`src/hw/rtl/scc_pkg.sv`:
```
// shared types, constants and channel tables of the sensor channel conditioner
// no dependencies; imported by every module of the block
package scc_pkg;

  localparam int NUM_CH     = 4;
  localparam int CH_W       = 2;
  localparam int VAL_W      = 16;
  localparam int CFG_IDX_W  = 4;
  localparam int CNT_W      = 3;
  localparam int QUO_W      = VAL_W + 1;
  localparam int REM_W      = 3;
  localparam int ALPHA_W    = 9;

  localparam int OVERSAMPLE = 5;
  localparam logic signed [VAL_W-1:0] FAIL_CODE = 16'sh8000;

  localparam logic [ALPHA_W-1:0] ALPHA_PRESSURE = 9'd64;
  localparam logic [ALPHA_W-1:0] ALPHA_OIL_TEMP = 9'd64;
  localparam logic [ALPHA_W-1:0] ALPHA_VOLTAGE  = 9'd64;
  localparam logic [ALPHA_W-1:0] ALPHA_OUTSIDE  = 9'd64;

  localparam logic [CH_W-1:0] CH_PRESSURE = 2'd0;
  localparam logic [CH_W-1:0] CH_OIL_TEMP = 2'd1;
  localparam logic [CH_W-1:0] CH_VOLTAGE  = 2'd2;
  localparam logic [CH_W-1:0] CH_OUTSIDE  = 2'd3;

  localparam logic [CFG_IDX_W-1:0] CFG_PRESSURE_LO = 4'd0;
  localparam logic [CFG_IDX_W-1:0] CFG_PRESSURE_HI = 4'd1;
  localparam logic [CFG_IDX_W-1:0] CFG_OIL_TEMP_LO = 4'd2;
  localparam logic [CFG_IDX_W-1:0] CFG_OIL_TEMP_HI = 4'd3;
  localparam logic [CFG_IDX_W-1:0] CFG_VOLTAGE_LO  = 4'd4;
  localparam logic [CFG_IDX_W-1:0] CFG_VOLTAGE_HI  = 4'd5;
  localparam logic [CFG_IDX_W-1:0] CFG_OUTSIDE_LO  = 4'd6;
  localparam logic [CFG_IDX_W-1:0] CFG_OUTSIDE_HI  = 4'd7;

  localparam logic signed [VAL_W-1:0] LO_RESET [NUM_CH] =
    '{16'sd0, 16'sd5000, 16'sd1000, -16'sd4000};
  localparam logic signed [VAL_W-1:0] HI_RESET [NUM_CH] =
    '{16'sd1000, 16'sd15000, 16'sd1600, 16'sd6000};

  // floor division of an offset 16-bit value by the block length
  localparam int DIV_RSH = 19;
  localparam logic [DIV_RSH:0] DIV_RECIP = (DIV_RSH+1)'((1 << DIV_RSH) / OVERSAMPLE + 1);
  localparam logic [VAL_W-1:0] DIV_D     = VAL_W'(OVERSAMPLE);
  localparam logic [QUO_W-1:0] DIV_OFS_Q = QUO_W'(32768 / OVERSAMPLE);
  localparam logic [REM_W:0]   DIV_OFS_R = (REM_W+1)'(32768 % OVERSAMPLE);
  localparam logic [REM_W:0]   OS_REM    = (REM_W+1)'(OVERSAMPLE);
  localparam logic [CNT_W-1:0] OS_CNT    = CNT_W'(OVERSAMPLE);

  typedef enum logic [1:0] {
    DISP_NONE     = 2'd0,
    DISP_BELOW    = 2'd1,
    DISP_IN_RANGE = 2'd2,
    DISP_ABOVE    = 2'd3
  } disp_e;

  typedef struct packed {
    logic [CH_W-1:0]         channel;
    logic signed [VAL_W-1:0] sample;
  } in_word_t;

  typedef struct packed {
    logic [CH_W-1:0]         out_channel;
    logic signed [VAL_W-1:0] filtered_value;
    logic [1:0]              display_status;
    logic signed [VAL_W-1:0] shown_value;
    logic                    new_average;
  } out_word_t;

  // per-channel state record held in the state memory
  typedef struct packed {
    logic signed [VAL_W-1:0] filt;
    logic                    primed;
    logic [CNT_W-1:0]        count;
    logic signed [QUO_W-1:0] quo;
    logic [REM_W-1:0]        rem;
    disp_e                   status;
    logic signed [VAL_W-1:0] shown;
  } rec_t;

  // sample-only work done ahead of the state read
  typedef struct packed {
    logic [CH_W-1:0]         channel;
    logic                    fail;
    logic signed [VAL_W-1:0] raw;
    disp_e                   region;
    logic signed [QUO_W-1:0] quo;
    logic [REM_W-1:0]        rem;
    logic signed [VAL_W-1:0] reload;
  } prep_t;

  localparam rec_t REC_RESET = '{
    filt: '0, primed: 1'b0, count: '0, quo: '0, rem: '0,
    status: DISP_NONE, shown: '0
  };

  function automatic logic [ALPHA_W-1:0] alpha_of(input logic [CH_W-1:0] ch);
    logic [ALPHA_W-1:0] a;
    unique case (ch)
      CH_PRESSURE: a = ALPHA_PRESSURE;
      CH_OIL_TEMP: a = ALPHA_OIL_TEMP;
      CH_VOLTAGE:  a = ALPHA_VOLTAGE;
      default:     a = ALPHA_OUTSIDE;
    endcase
    return a;
  endfunction

endpackage

```
`src/hw/rtl/scc_prep.sv`:
```
// limit registers and the sample-only front end: fail detect, clamp, block split
// depends on scc_pkg
module scc_prep (
  input  logic                                  clk_i,
  input  logic                                  rst_ni,
  input  logic                                  cfg_we_i,
  input  logic [scc_pkg::CFG_IDX_W-1:0]         cfg_idx_i,
  input  logic signed [scc_pkg::VAL_W-1:0]      cfg_data_i,
  input  scc_pkg::in_word_t                     in_word_i,
  output scc_pkg::prep_t                        prep_o
);
  import scc_pkg::*;

  logic signed [VAL_W-1:0] lo_q [NUM_CH];
  logic signed [VAL_W-1:0] hi_q [NUM_CH];

  logic signed [VAL_W-1:0] lo, hi, s, clamped;
  disp_e                   region;
  logic [VAL_W-1:0]        u, q_u, qd;
  logic [VAL_W+DIV_RSH:0]  prod;
  logic [REM_W-1:0]        r_u;
  logic signed [REM_W:0]   r_t;
  logic signed [QUO_W-1:0] q_t;

  always_ff @(posedge clk_i or negedge rst_ni) begin
    if (!rst_ni) begin
      for (int i = 0; i < NUM_CH; i++) begin
        lo_q[i] <= LO_RESET[i];
        hi_q[i] <= HI_RESET[i];
      end
    end else if (cfg_we_i) begin
      unique case (cfg_idx_i)
        CFG_PRESSURE_LO: lo_q[CH_PRESSURE] <= cfg_data_i;
        CFG_PRESSURE_HI: hi_q[CH_PRESSURE] <= cfg_data_i;
        CFG_OIL_TEMP_LO: lo_q[CH_OIL_TEMP] <= cfg_data_i;
        CFG_OIL_TEMP_HI: hi_q[CH_OIL_TEMP] <= cfg_data_i;
        CFG_VOLTAGE_LO:  lo_q[CH_VOLTAGE]  <= cfg_data_i;
        CFG_VOLTAGE_HI:  hi_q[CH_VOLTAGE]  <= cfg_data_i;
        CFG_OUTSIDE_LO:  lo_q[CH_OUTSIDE]  <= cfg_data_i;
        CFG_OUTSIDE_HI:  hi_q[CH_OUTSIDE]  <= cfg_data_i;
        default: ;
      endcase
    end
  end

  assign lo = lo_q[in_word_i.channel];
  assign hi = hi_q[in_word_i.channel];
  assign s  = in_word_i.sample;

  always_comb begin
    if (s < lo) begin
      clamped = lo;
      region  = DISP_BELOW;
    end else if (s <= hi) begin
      clamped = s;
      region  = DISP_IN_RANGE;
    end else begin
      clamped = hi;
      region  = DISP_ABOVE;
    end
  end

  // offset to unsigned, divide by reciprocal, then shift back to a floor split
  assign u    = {~clamped[VAL_W-1], clamped[VAL_W-2:0]};
  assign prod = u * DIV_RECIP;
  assign q_u  = prod[DIV_RSH+VAL_W-1:DIV_RSH];
  assign qd   = q_u * DIV_D;
  assign r_u  = REM_W'(u - qd);
  assign r_t  = $signed({1'b0, r_u}) - $signed(DIV_OFS_R);
  assign q_t  = $signed({1'b0, q_u}) - $signed(DIV_OFS_Q);

  always_comb begin
    prep_o.channel = in_word_i.channel;
    prep_o.fail    = (s == FAIL_CODE);
    prep_o.raw     = s;
    prep_o.region  = region;
    prep_o.reload  = (in_word_i.channel == CH_OUTSIDE) ? '0 : lo;
    if (r_t < 0) begin
      prep_o.rem = REM_W'(r_t + $signed(OS_REM));
      prep_o.quo = q_t - QUO_W'(1);
    end else begin
      prep_o.rem = REM_W'(r_t);
      prep_o.quo = q_t;
    end
  end

endmodule

```
`src/hw/rtl/scc_mem.sv`:
```
// per-channel state memory, one write and one registered read per cycle
// depends on scc_pkg; entries never written read back as the reset record
module scc_mem (
  input  logic                        clk_i,
  input  logic                        rst_ni,
  input  logic                        rd_en_i,
  input  logic [scc_pkg::CH_W-1:0]    rd_addr_i,
  output scc_pkg::rec_t               rd_data_o,
  input  logic                        wr_en_i,
  input  logic [scc_pkg::CH_W-1:0]    wr_addr_i,
  input  scc_pkg::rec_t               wr_data_i
);
  import scc_pkg::*;

  rec_t              mem_q [NUM_CH];
  rec_t              rd_q;
  logic [NUM_CH-1:0] vld_q;
  logic              rd_vld_q;

  always_ff @(posedge clk_i) begin
    if (wr_en_i) begin
      mem_q[wr_addr_i] <= wr_data_i;
    end
    if (rd_en_i) begin
      rd_q <= mem_q[rd_addr_i];
    end
  end

  always_ff @(posedge clk_i or negedge rst_ni) begin
    if (!rst_ni) begin
      vld_q    <= '0;
      rd_vld_q <= 1'b0;
    end else begin
      if (rd_en_i) begin
        rd_vld_q <= vld_q[rd_addr_i];
      end
      if (wr_en_i) begin
        vld_q[wr_addr_i] <= 1'b1;
      end
    end
  end

  assign rd_data_o = rd_vld_q ? rd_q : REC_RESET;

endmodule

```
`src/hw/rtl/scc_update.sv`:
```
// state update of one word: fail reload, priming, block accumulate, filter step
// depends on scc_pkg
module scc_update (
  input  scc_pkg::prep_t    prep_i,
  input  scc_pkg::rec_t     cur_i,
  output scc_pkg::rec_t     nxt_o,
  output scc_pkg::out_word_t out_o
);
  import scc_pkg::*;

  logic [REM_W:0]          rsum;
  logic                    carry;
  logic signed [QUO_W-1:0] avg;
  logic signed [QUO_W:0]   diff;
  logic signed [ALPHA_W:0] alpha;
  logic signed [QUO_W+ALPHA_W+1:0] prod, prod_adj;
  logic [VAL_W-1:0]        delta;
  logic                    newavg;

  assign rsum  = {1'b0, cur_i.rem} + {1'b0, prep_i.rem};
  assign carry = (rsum >= OS_REM);

  // block average truncated toward zero from the floor split
  assign avg   = cur_i.quo + $signed({{(QUO_W-1){1'b0}},
                 (cur_i.quo[QUO_W-1] && (cur_i.rem != '0))});
  assign diff  = {avg[QUO_W-1], avg} - {{(QUO_W+1-VAL_W){cur_i.filt[VAL_W-1]}}, cur_i.filt};
  assign alpha = $signed({1'b0, alpha_of(prep_i.channel)});
  assign prod  = alpha * diff;
  assign prod_adj = prod + (prod[QUO_W+ALPHA_W+1] ? (QUO_W+ALPHA_W+2)'(255) : '0);
  assign delta = prod_adj[VAL_W+7:8];

  always_comb begin
    nxt_o  = cur_i;
    newavg = 1'b0;
    if (prep_i.fail) begin
      nxt_o.filt   = prep_i.reload;
      nxt_o.status = DISP_NONE;
      nxt_o.primed = 1'b0;
    end else if (!cur_i.primed) begin
      nxt_o.filt   = prep_i.raw;
      nxt_o.primed = 1'b1;
    end else begin
      nxt_o.status = prep_i.region;
      if (prep_i.region == DISP_IN_RANGE) begin
        nxt_o.shown = cur_i.filt;
      end
      if (cur_i.count >= OS_CNT) begin
        nxt_o.filt  = cur_i.filt + $signed(delta);
        nxt_o.count = '0;
        nxt_o.quo   = '0;
        nxt_o.rem   = '0;
        newavg      = 1'b1;
      end else begin
        nxt_o.rem   = carry ? REM_W'(rsum - OS_REM) : REM_W'(rsum);
        nxt_o.quo   = cur_i.quo + prep_i.quo + $signed({{(QUO_W-1){1'b0}}, carry});
        nxt_o.count = cur_i.count + CNT_W'(1);
      end
    end
  end

  always_comb begin
    out_o.out_channel    = prep_i.channel;
    out_o.filtered_value = nxt_o.filt;
    out_o.display_status = nxt_o.status;
    out_o.shown_value    = nxt_o.shown;
    out_o.new_average    = newavg;
  end

endmodule

```
`src/hw/rtl/sensor_channel_conditioner_top.sv`:
```
// sensor channel conditioner: four channels of clamp, block average and filter
// a word passes the s1 and output registers; one word per cycle unless the output
// stalls, bounded by the state memory's registered read and the write-back bypass
// reset: clears pipeline valids, memory entry valid bits and loads the limit defaults
// depends on scc_pkg, scc_prep, scc_mem, scc_update
module sensor_channel_conditioner_top (
  input  logic                              clk_i,
  input  logic                              rst_ni,
  input  logic                              cfg_we_i,
  input  logic [scc_pkg::CFG_IDX_W-1:0]     cfg_idx_i,
  input  logic signed [scc_pkg::VAL_W-1:0]  cfg_data_i,
  input  logic                              in_valid_i,
  output logic                              in_ready_o,
  input  scc_pkg::in_word_t                 in_word_i,
  output logic                              out_valid_o,
  input  logic                              out_ready_i,
  output scc_pkg::out_word_t                out_word_o
);
  import scc_pkg::*;

  prep_t            prep;
  prep_t            s1_prep_q;
  logic             s1_valid_q;
  rec_t             rd_rec, cur, nxt;
  out_word_t        upd_out;
  out_word_t        out_q;
  logic             out_valid_q;
  logic             byp_valid_q;
  logic [CH_W-1:0]  byp_ch_q;
  rec_t             byp_rec_q;
  logic             in_fire, s1_fire;

  assign s1_fire    = s1_valid_q && (!out_valid_q || out_ready_i);
  assign in_ready_o = !s1_valid_q || s1_fire;
  assign in_fire    = in_valid_i && in_ready_o;

  scc_prep u_prep (
    .clk_i      (clk_i),
    .rst_ni     (rst_ni),
    .cfg_we_i   (cfg_we_i),
    .cfg_idx_i  (cfg_idx_i),
    .cfg_data_i (cfg_data_i),
    .in_word_i  (in_word_i),
    .prep_o     (prep)
  );

  scc_mem u_mem (
    .clk_i     (clk_i),
    .rst_ni    (rst_ni),
    .rd_en_i   (in_fire),
    .rd_addr_i (in_word_i.channel),
    .rd_data_o (rd_rec),
    .wr_en_i   (s1_fire),
    .wr_addr_i (s1_prep_q.channel),
    .wr_data_i (nxt)
  );

  // write-back landing on the read edge is not seen by the read
  assign cur = (byp_valid_q && (byp_ch_q == s1_prep_q.channel)) ? byp_rec_q : rd_rec;

  scc_update u_update (
    .prep_i (s1_prep_q),
    .cur_i  (cur),
    .nxt_o  (nxt),
    .out_o  (upd_out)
  );

  always_ff @(posedge clk_i or negedge rst_ni) begin
    if (!rst_ni) begin
      s1_valid_q  <= 1'b0;
      out_valid_q <= 1'b0;
      byp_valid_q <= 1'b0;
    end else begin
      if (in_fire) begin
        s1_valid_q  <= 1'b1;
        byp_valid_q <= s1_fire;
      end else if (s1_fire) begin
        s1_valid_q  <= 1'b0;
      end
      if (s1_fire) begin
        out_valid_q <= 1'b1;
      end else if (out_ready_i) begin
        out_valid_q <= 1'b0;
      end
    end
  end

  always_ff @(posedge clk_i) begin
    if (in_fire) begin
      s1_prep_q <= prep;
      byp_ch_q  <= s1_prep_q.channel;
      byp_rec_q <= nxt;
    end
    if (s1_fire) begin
      out_q <= upd_out;
    end
  end

  assign out_valid_o = out_valid_q;
  assign out_word_o  = out_q;

  a_avg_has_status: assert property (@(posedge clk_i) disable iff (!rst_ni)
    out_valid_o && out_word_o.new_average |-> out_word_o.display_status != DISP_NONE)
    else $error("filter step without a display status");

  a_fail_result: assert property (@(posedge clk_i) disable iff (!rst_ni)
    s1_fire && s1_prep_q.fail |=>
      out_valid_o && (out_word_o.display_status == DISP_NONE) && !out_word_o.new_average)
    else $error("fail word did not clear the display status");

  a_prime_result: assert property (@(posedge clk_i) disable iff (!rst_ni)
    s1_fire && !s1_prep_q.fail && !cur.primed |=>
      (out_word_o.filtered_value == $past(s1_prep_q.raw)) && !out_word_o.new_average)
    else $error("priming word did not load the raw sample");

endmodule
```
`config.mk`:
```
export PLATFORM = sky130hd
export DESIGN_NAME = sensor_channel_conditioner_top
export DESIGN_NICKNAME = d
export VERILOG_FILES = /design/src/hw/rtl/scc_pkg.sv /design/src/hw/rtl/scc_prep.sv /design/src/hw/rtl/scc_mem.sv /design/src/hw/rtl/scc_update.sv /design/src/hw/rtl/sensor_channel_conditioner_top.sv
export SDC_FILE = /design/constraint.sdc
export NUM_CORES = 1
export LEC_CHECK = 0
export ABC_CLOCK_PERIOD_IN_PS = 28900
export BUFFER_PORTS_ARGS = -buffer_cell sky130_fd_sc_hd__clkbuf_2
export CELL_PAD_IN_SITES_DETAIL_PLACEMENT = 1
export CELL_PAD_IN_SITES_GLOBAL_PLACEMENT = 1
export CORE_ASPECT_RATIO = 1.4
export CORE_MARGIN = 2
export CORE_UTILIZATION = 57
export DETAILED_ROUTE_END_ITERATION = 16
export HOLD_SLACK_MARGIN = 0.15
export PLACE_DENSITY = 0.83
export SYNTH_ARGS = -nofsm -noshare
export SYNTH_HDL_FRONTEND = slang
export SYNTH_SLANG_ARGS = --single-unit
```
`constraint.sdc`:
```
create_clock -name clk_i -period 28.9 [get_ports clk_i]
set_clock_uncertainty 0.2 [all_clocks]
set_input_delay 1.445 -clock clk_i [delete_from_list [all_inputs] [get_ports clk_i]]
set_output_delay 1.445 -clock clk_i [all_outputs]
set_load 0.02 [all_outputs]
```
== After elaboration in Yosys (flattened, before gate mapping) ==
Memory sizes are Yosys's and may differ from the RTL's. A register that Yosys moved wholly into a read port is not among the register bits.
Index checks and enable logic that the tools add are counted.

* $mul: 2
* Reduce and logical (&&, ||, !) cells: 22
* Eq/ne operators: 11
* Add/sub/neg operators: 14
* Magnitude comparators: 9
* Muxes and demuxes: 34
* Bitwise gates (word level): 4

{| class="wikitable"
|+ Operators by type and width
! operator !! number
|-
| $mux W16 || 10
|-
| $mux W58 || 2
|-
| $bmux W16 S2 || 2
|-
| $mux W23 || 2
|-
| $mux W41 || 1
|-
| $add A17 B2 Y17 || 2
|-
| $mul A16 B16 Y32 const B || 1
|-
| $add A24 B8 Y24 || 1
|-
| $mux W20 || 1
|-
| $sub A17 B16 Y18 || 1
|-
| $add A17 B17 Y17 || 1
|-
| $mux W17 || 1
|-
| $sub A17 B2 Y17 const B || 1
|-
| $add A16 B16 Y16 || 1
|-
| $eq A16 B16 Y1 const B || 1
|-
| $eq A4 B3 Y1 const B || 4
|-
| $le A16 B16 Y1 || 1
|-
| $lt A16 B16 Y1 || 1
|-
| $reduce_and A2 Y1 || 8
|-
| $sub A14 B13 Y15 const B || 1
|-
| $mul A14 B3 Y3 const B || 1
|-
| $mux W1 || 10
|-
| $eq A4 B2 Y1 const B || 2
|-
| $mux W8 || 1
|-
| 28 further kinds || 39
|}

* Output and inout bits: 39
* Flip-flop bits (word level): 290
* Bits of input ports: 43
* Bits in writable memories: 232
* Memories: 1

{| class="wikitable"
|+ Memories
! memory !! depth !! width !! rd ports !! clocked after memory_dff !! wr ports !! line !! RTL
|-
| u_mem.mem_q || 4 || 58 || 1 || 1 || 1 || scc_mem.sv:15 || <nowiki>rec_t mem_q [NUM_CH];</nowiki>
|}

== Logic depth before layout (Yosys ltp) ==
* Depth in word-level cells: 14
* Depth in mapped cells: 51
* Depth with buffers taken out: 42

== Cells and area by module ==
A second synthesis with hierarchy kept.

* Cell total of the unflattened synthesis: 2,567
* Area total of the unflattened synthesis: 33,806.2 µm²

{| class="wikitable"
|+ By module, submodules not included
! module !! sequential area each (µm²) !! instances !! cells an instance !! area an instance (µm²)
|-
| scc_prep || 3,253.1 || 1 || 1,245 || 13,037.5
|-
| scc_mem || 8,833.5 || 1 || 446 || 10,791.6
|-
| sensor_channel_conditioner_top || 4,699.5 || 1 || 232 || 5,544.1
|-
| scc_update || 0.0 || 1 || 644 || 4,433.0
|}

== Worst setup path before layout ==
OpenSTA, ideal clock, no wires.

* Kind: in2reg
* Start: input in_word_i[16] (netlist bit)
* End: register s1_prep_q[31] (netlist bit) (data pin)
* Path buffers: 9
* Cell stages on the path: 49
* Arrival time: 13.723 ns
* Path slack: 14.702 ns
* Library setup time: 0.276 ns
* Data required time: 28.424 ns
* Cells stage by stage: buf_2 > buf_1 > buf_1 > clkbuf_1 > clkbuf_1 > mux2i_1 > nand2_1 > o21ai_0 > ha_1 > nand2_1 > o211ai_1 > a311oi_1 > mux2i_1 > nor2_2 > clkbuf_1 > buf_1 > buf_1 > nor2_1 > [13 not listed] > a21o_1 > a21oi_1 > mux2_2 > a311o_1 > buf_2 > or2_2 > fa_1 > xnor2_1 > xnor2_4 > xnor2_1 > ha_1 > a21boi_1 > mux2i_2 > or3_4 > nor3_2 > and2_2 > nand3_1 > xor2_1

{| class="wikitable"
|+ RTL lines
! element !! line !! RTL
|-
| start, declared || sensor_channel_conditioner_top.sv:14 || <nowiki>input scc_pkg::in_word_t in_word_i,</nowiki>
|-
| end signal, assigned || sensor_channel_conditioner_top.sv:90 || <nowiki>s1_prep_q <= prep;</nowiki>
|-
| end, declared || sensor_channel_conditioner_top.sv:22 || <nowiki>prep_t s1_prep_q;</nowiki>
|}

==> impl_metrics.env <==
export IMPL_status="complete, no violations"
export IMPL_numCtsBuffers=53
export IMPL_clk_pin_slew_worst_paths_ps=70
export IMPL_setup_viol=0
export IMPL_critPathKind="in2reg"
export IMPL_cts_buffer_depth=3
export IMPL_port_buffers=81
export IMPL_hpwlAfterDp_mm=65.5
export IMPL_fin_crit_ps=14240
export IMPL_die_w_microns=206
export IMPL_drcViolationCount=0
export IMPL_finalWeightedCongestion=0.917
export IMPL_maxCapViolCount=0
export IMPL_clock_sinks=580
export IMPL_syn_avg_cell_area_sq_um=12.9
export IMPL_hp_class="reg2reg"
export IMPL_met2_length_mm=48.9
export IMPL_dr_wl_met3_mm=3.97
export IMPL_async_reset_ff_share_pct=23.4
export IMPL_overflow=0
export IMPL_die_h_microns=286
export IMPL_hold_buffers=0
export IMPL_grt_pass1_vias=24100
export IMPL_reg2reg_slack_ps=16130
export IMPL_slowest_stage="buf_4"
export IMPL_maxSlewViolCount=0
export IMPL_track_usage_pct=32.0
export IMPL_synth_seq_area_share_pct=51.7
export IMPL_final_hold_viol_count=0
export IMPL_synth_yosys_warnings=0
export IMPL_worst_pin_slew_ps=1430
export IMPL_slew_headroom_pct=3.62
export IMPL_antenna_found_initial=2
export IMPL_grt_max_degree=74
export IMPL_ys_ff_latch=580
export IMPL_path_max_fanout=61
export IMPL_drt_initial_drc_count=1259
export IMPL_worst_path_largest_cell_delay_ps=850
export IMPL_dr_total_vias=21200
export IMPL_postCtsSetupBuffers=0
export IMPL_wirelength_met1_mm=33.1
export IMPL_r2r_start="u_prep.lo_q[53]$_DFFE_PN0P_"
export IMPL_clk_latency_ps=640
export IMPL_core_sq_mm=0.0563
export IMPL_synthCells=2511
export IMPL_wl_mm=92.0
export IMPL_cts_resized=0
export IMPL_dr_pass1_iters=6
export IMPL_antenna_left=0
export IMPL_netlist_area_sq_mm=0.0324
export IMPL_cts_root_buf="clkbuf_16"
export IMPL_synth_edf_count=444
export IMPL_startpoint="in_word_i[17]"
export IMPL_area_growth_pct=9.46
export IMPL_ios=82
export IMPL_final_cell_mix="edfxtp_1, inv_1, ha_1"
export IMPL_hold_start="u_mem.vld_q[2]$_DFFE_PN0P_"
export IMPL_timing_fmax_mhz=70.2
export IMPL_grt_pass1_wl_mm=141
export IMPL_endpoint_kind="flip-flop"
export IMPL_cp_required_ps=29030
export IMPL_cts_tree="done"
export IMPL_fin_nets=2947
export IMPL_startpoint_type="input pin"
export IMPL_initial_core_util_pct=57.6
export IMPL_crit_arrival_ps=14370
export IMPL_viasPerCell=6.29
export IMPL_post_drt_wl_per_cell_microns=27.3
export IMPL_setup_tns_ps=0
export IMPL_period_share_pct=49.3
export IMPL_die_area_sq_mm=0.0589
export IMPL_h_tree_depth=2
export IMPL_rows=103
export IMPL_rsz0062_at_grt="no"
export IMPL_ys_types=89
export IMPL_synth_ff_type="edfxtp_1"
export IMPL_dr_max_layer_used="met4"
export IMPL_final_common_cell="edfxtp_1"
export IMPL_synth_nets=2860
export IMPL_drive_above_1_share_pct=19.2
[cell type report]
cell class	count	area, sq um
fillers	5471	20800
clock buffers	70	1400
multi-input cells	1586	14400
well taps	735	920
inverters	258	973
diodes	1	2.50
repair buffers	119	702
flip-flops and latches	580	16800
clock inverters	27	322
[layer usage]
metal | up-vias | track usage (%)
met1 | 10900 | 35.2
li1 | 9344 | -
met2 | 726 | 58.5
met3 | 271 | 4.17
met5 | - | 0
met4 | 0 | 19.4
[registers in the layout, indices dropped and copies added (netlist names)]
name            cells
u_mem.rd_vld_q      1
u_prep.hi_q        64
s1_valid_q          1
byp_valid_q         1
out_valid_o         1
u_mem.vld_q         4
u_mem.mem_q       232
byp_ch_q            2
out_word_o         37
s1_prep_q          57
u_prep.lo_q        64
u_mem.rd_q         58
byp_rec_q          58
[through the flow]
stage | hold WS, ps | instance area (sq um) | std cells | setup WS, ps | util [%]
after global routing | 311 | 35500 | 3376 | 13960 | 63.1
final | 279 | 35500 | 3376 | 14660 | 63.1
after CTS | 289 | 35500 | 3375 | 14740 | 63.1
after detailed placement | 272 | 33800 | 3278 | 14250 | 60.0
after global placement | 247 | 33800 | 3278 | 14670 | 60.0
after floorplan | 234 | 32400 | 2511 | 14700 | -
[cell usage after synthesis, types with 73 or more instances]
cell / instances / share of area [%]
edfxtp_1: 444 / 41
inv_1: 257 / 3.0
ha_1: 220 / 8.5
mux2_2: 156 / 5.4
nand2_1: 145 / 1.7
a21oi_1: 120 / 1.9
nor2_1: 105 / 1.2
dfrtp_1: 96 / 7.4
o21ai_0: 89 / 1.4
fa_1: 86 / 5.3
mux4_2: 77 / 5.3
clkbuf_1: 73 / 0.84
[kinds of logic after synthesis]
logic type | count (synthesis) | synth area share, %
AOI/OAI and AO/OA | 406 | 8.08
xor gates and xnor gates | 102 | 2.89
adders and majority gates | 306 | 13.8
buffers and inverters | 345 | 4.00
DFF | 580 | 51.7
muxes | 260 | 11.6
and+or+nand+nor | 512 | 7.90
[worst paths after layout]
check / endpoint / cells after the start
hold / removal: u_mem.vld_q[2]$_DFFE_PN0P_ / 1
min in group asynchronous: u_prep.hi_q[21]$_DFFE_PN0P_ / 1
setup / recovery: s1_prep_q[32]$_DFFE_PP_ / 41
max in group asynchronous: u_mem.rd_vld_q$_DFFE_PN0P_ / 2
setup reg to reg: s1_prep_q[32]$_DFFE_PP_ / 39
hold reg to reg: u_mem.vld_q[2]$_DFFE_PN0P_ / 1
[critical path, delay by kind of cell]
family | cells | cell delay [ps]
compound gates | 10 | 3100
xor+xnor | 4 | 990
fa+ha+maj | 10 | 4140
buf+inv | 8 | 1980
mux | 4 | 1410
simple gates | 5 | 1210
Power is not shown: default switching activity piles up to over one toggle a cycle in this logic, so the estimate is an artifact.
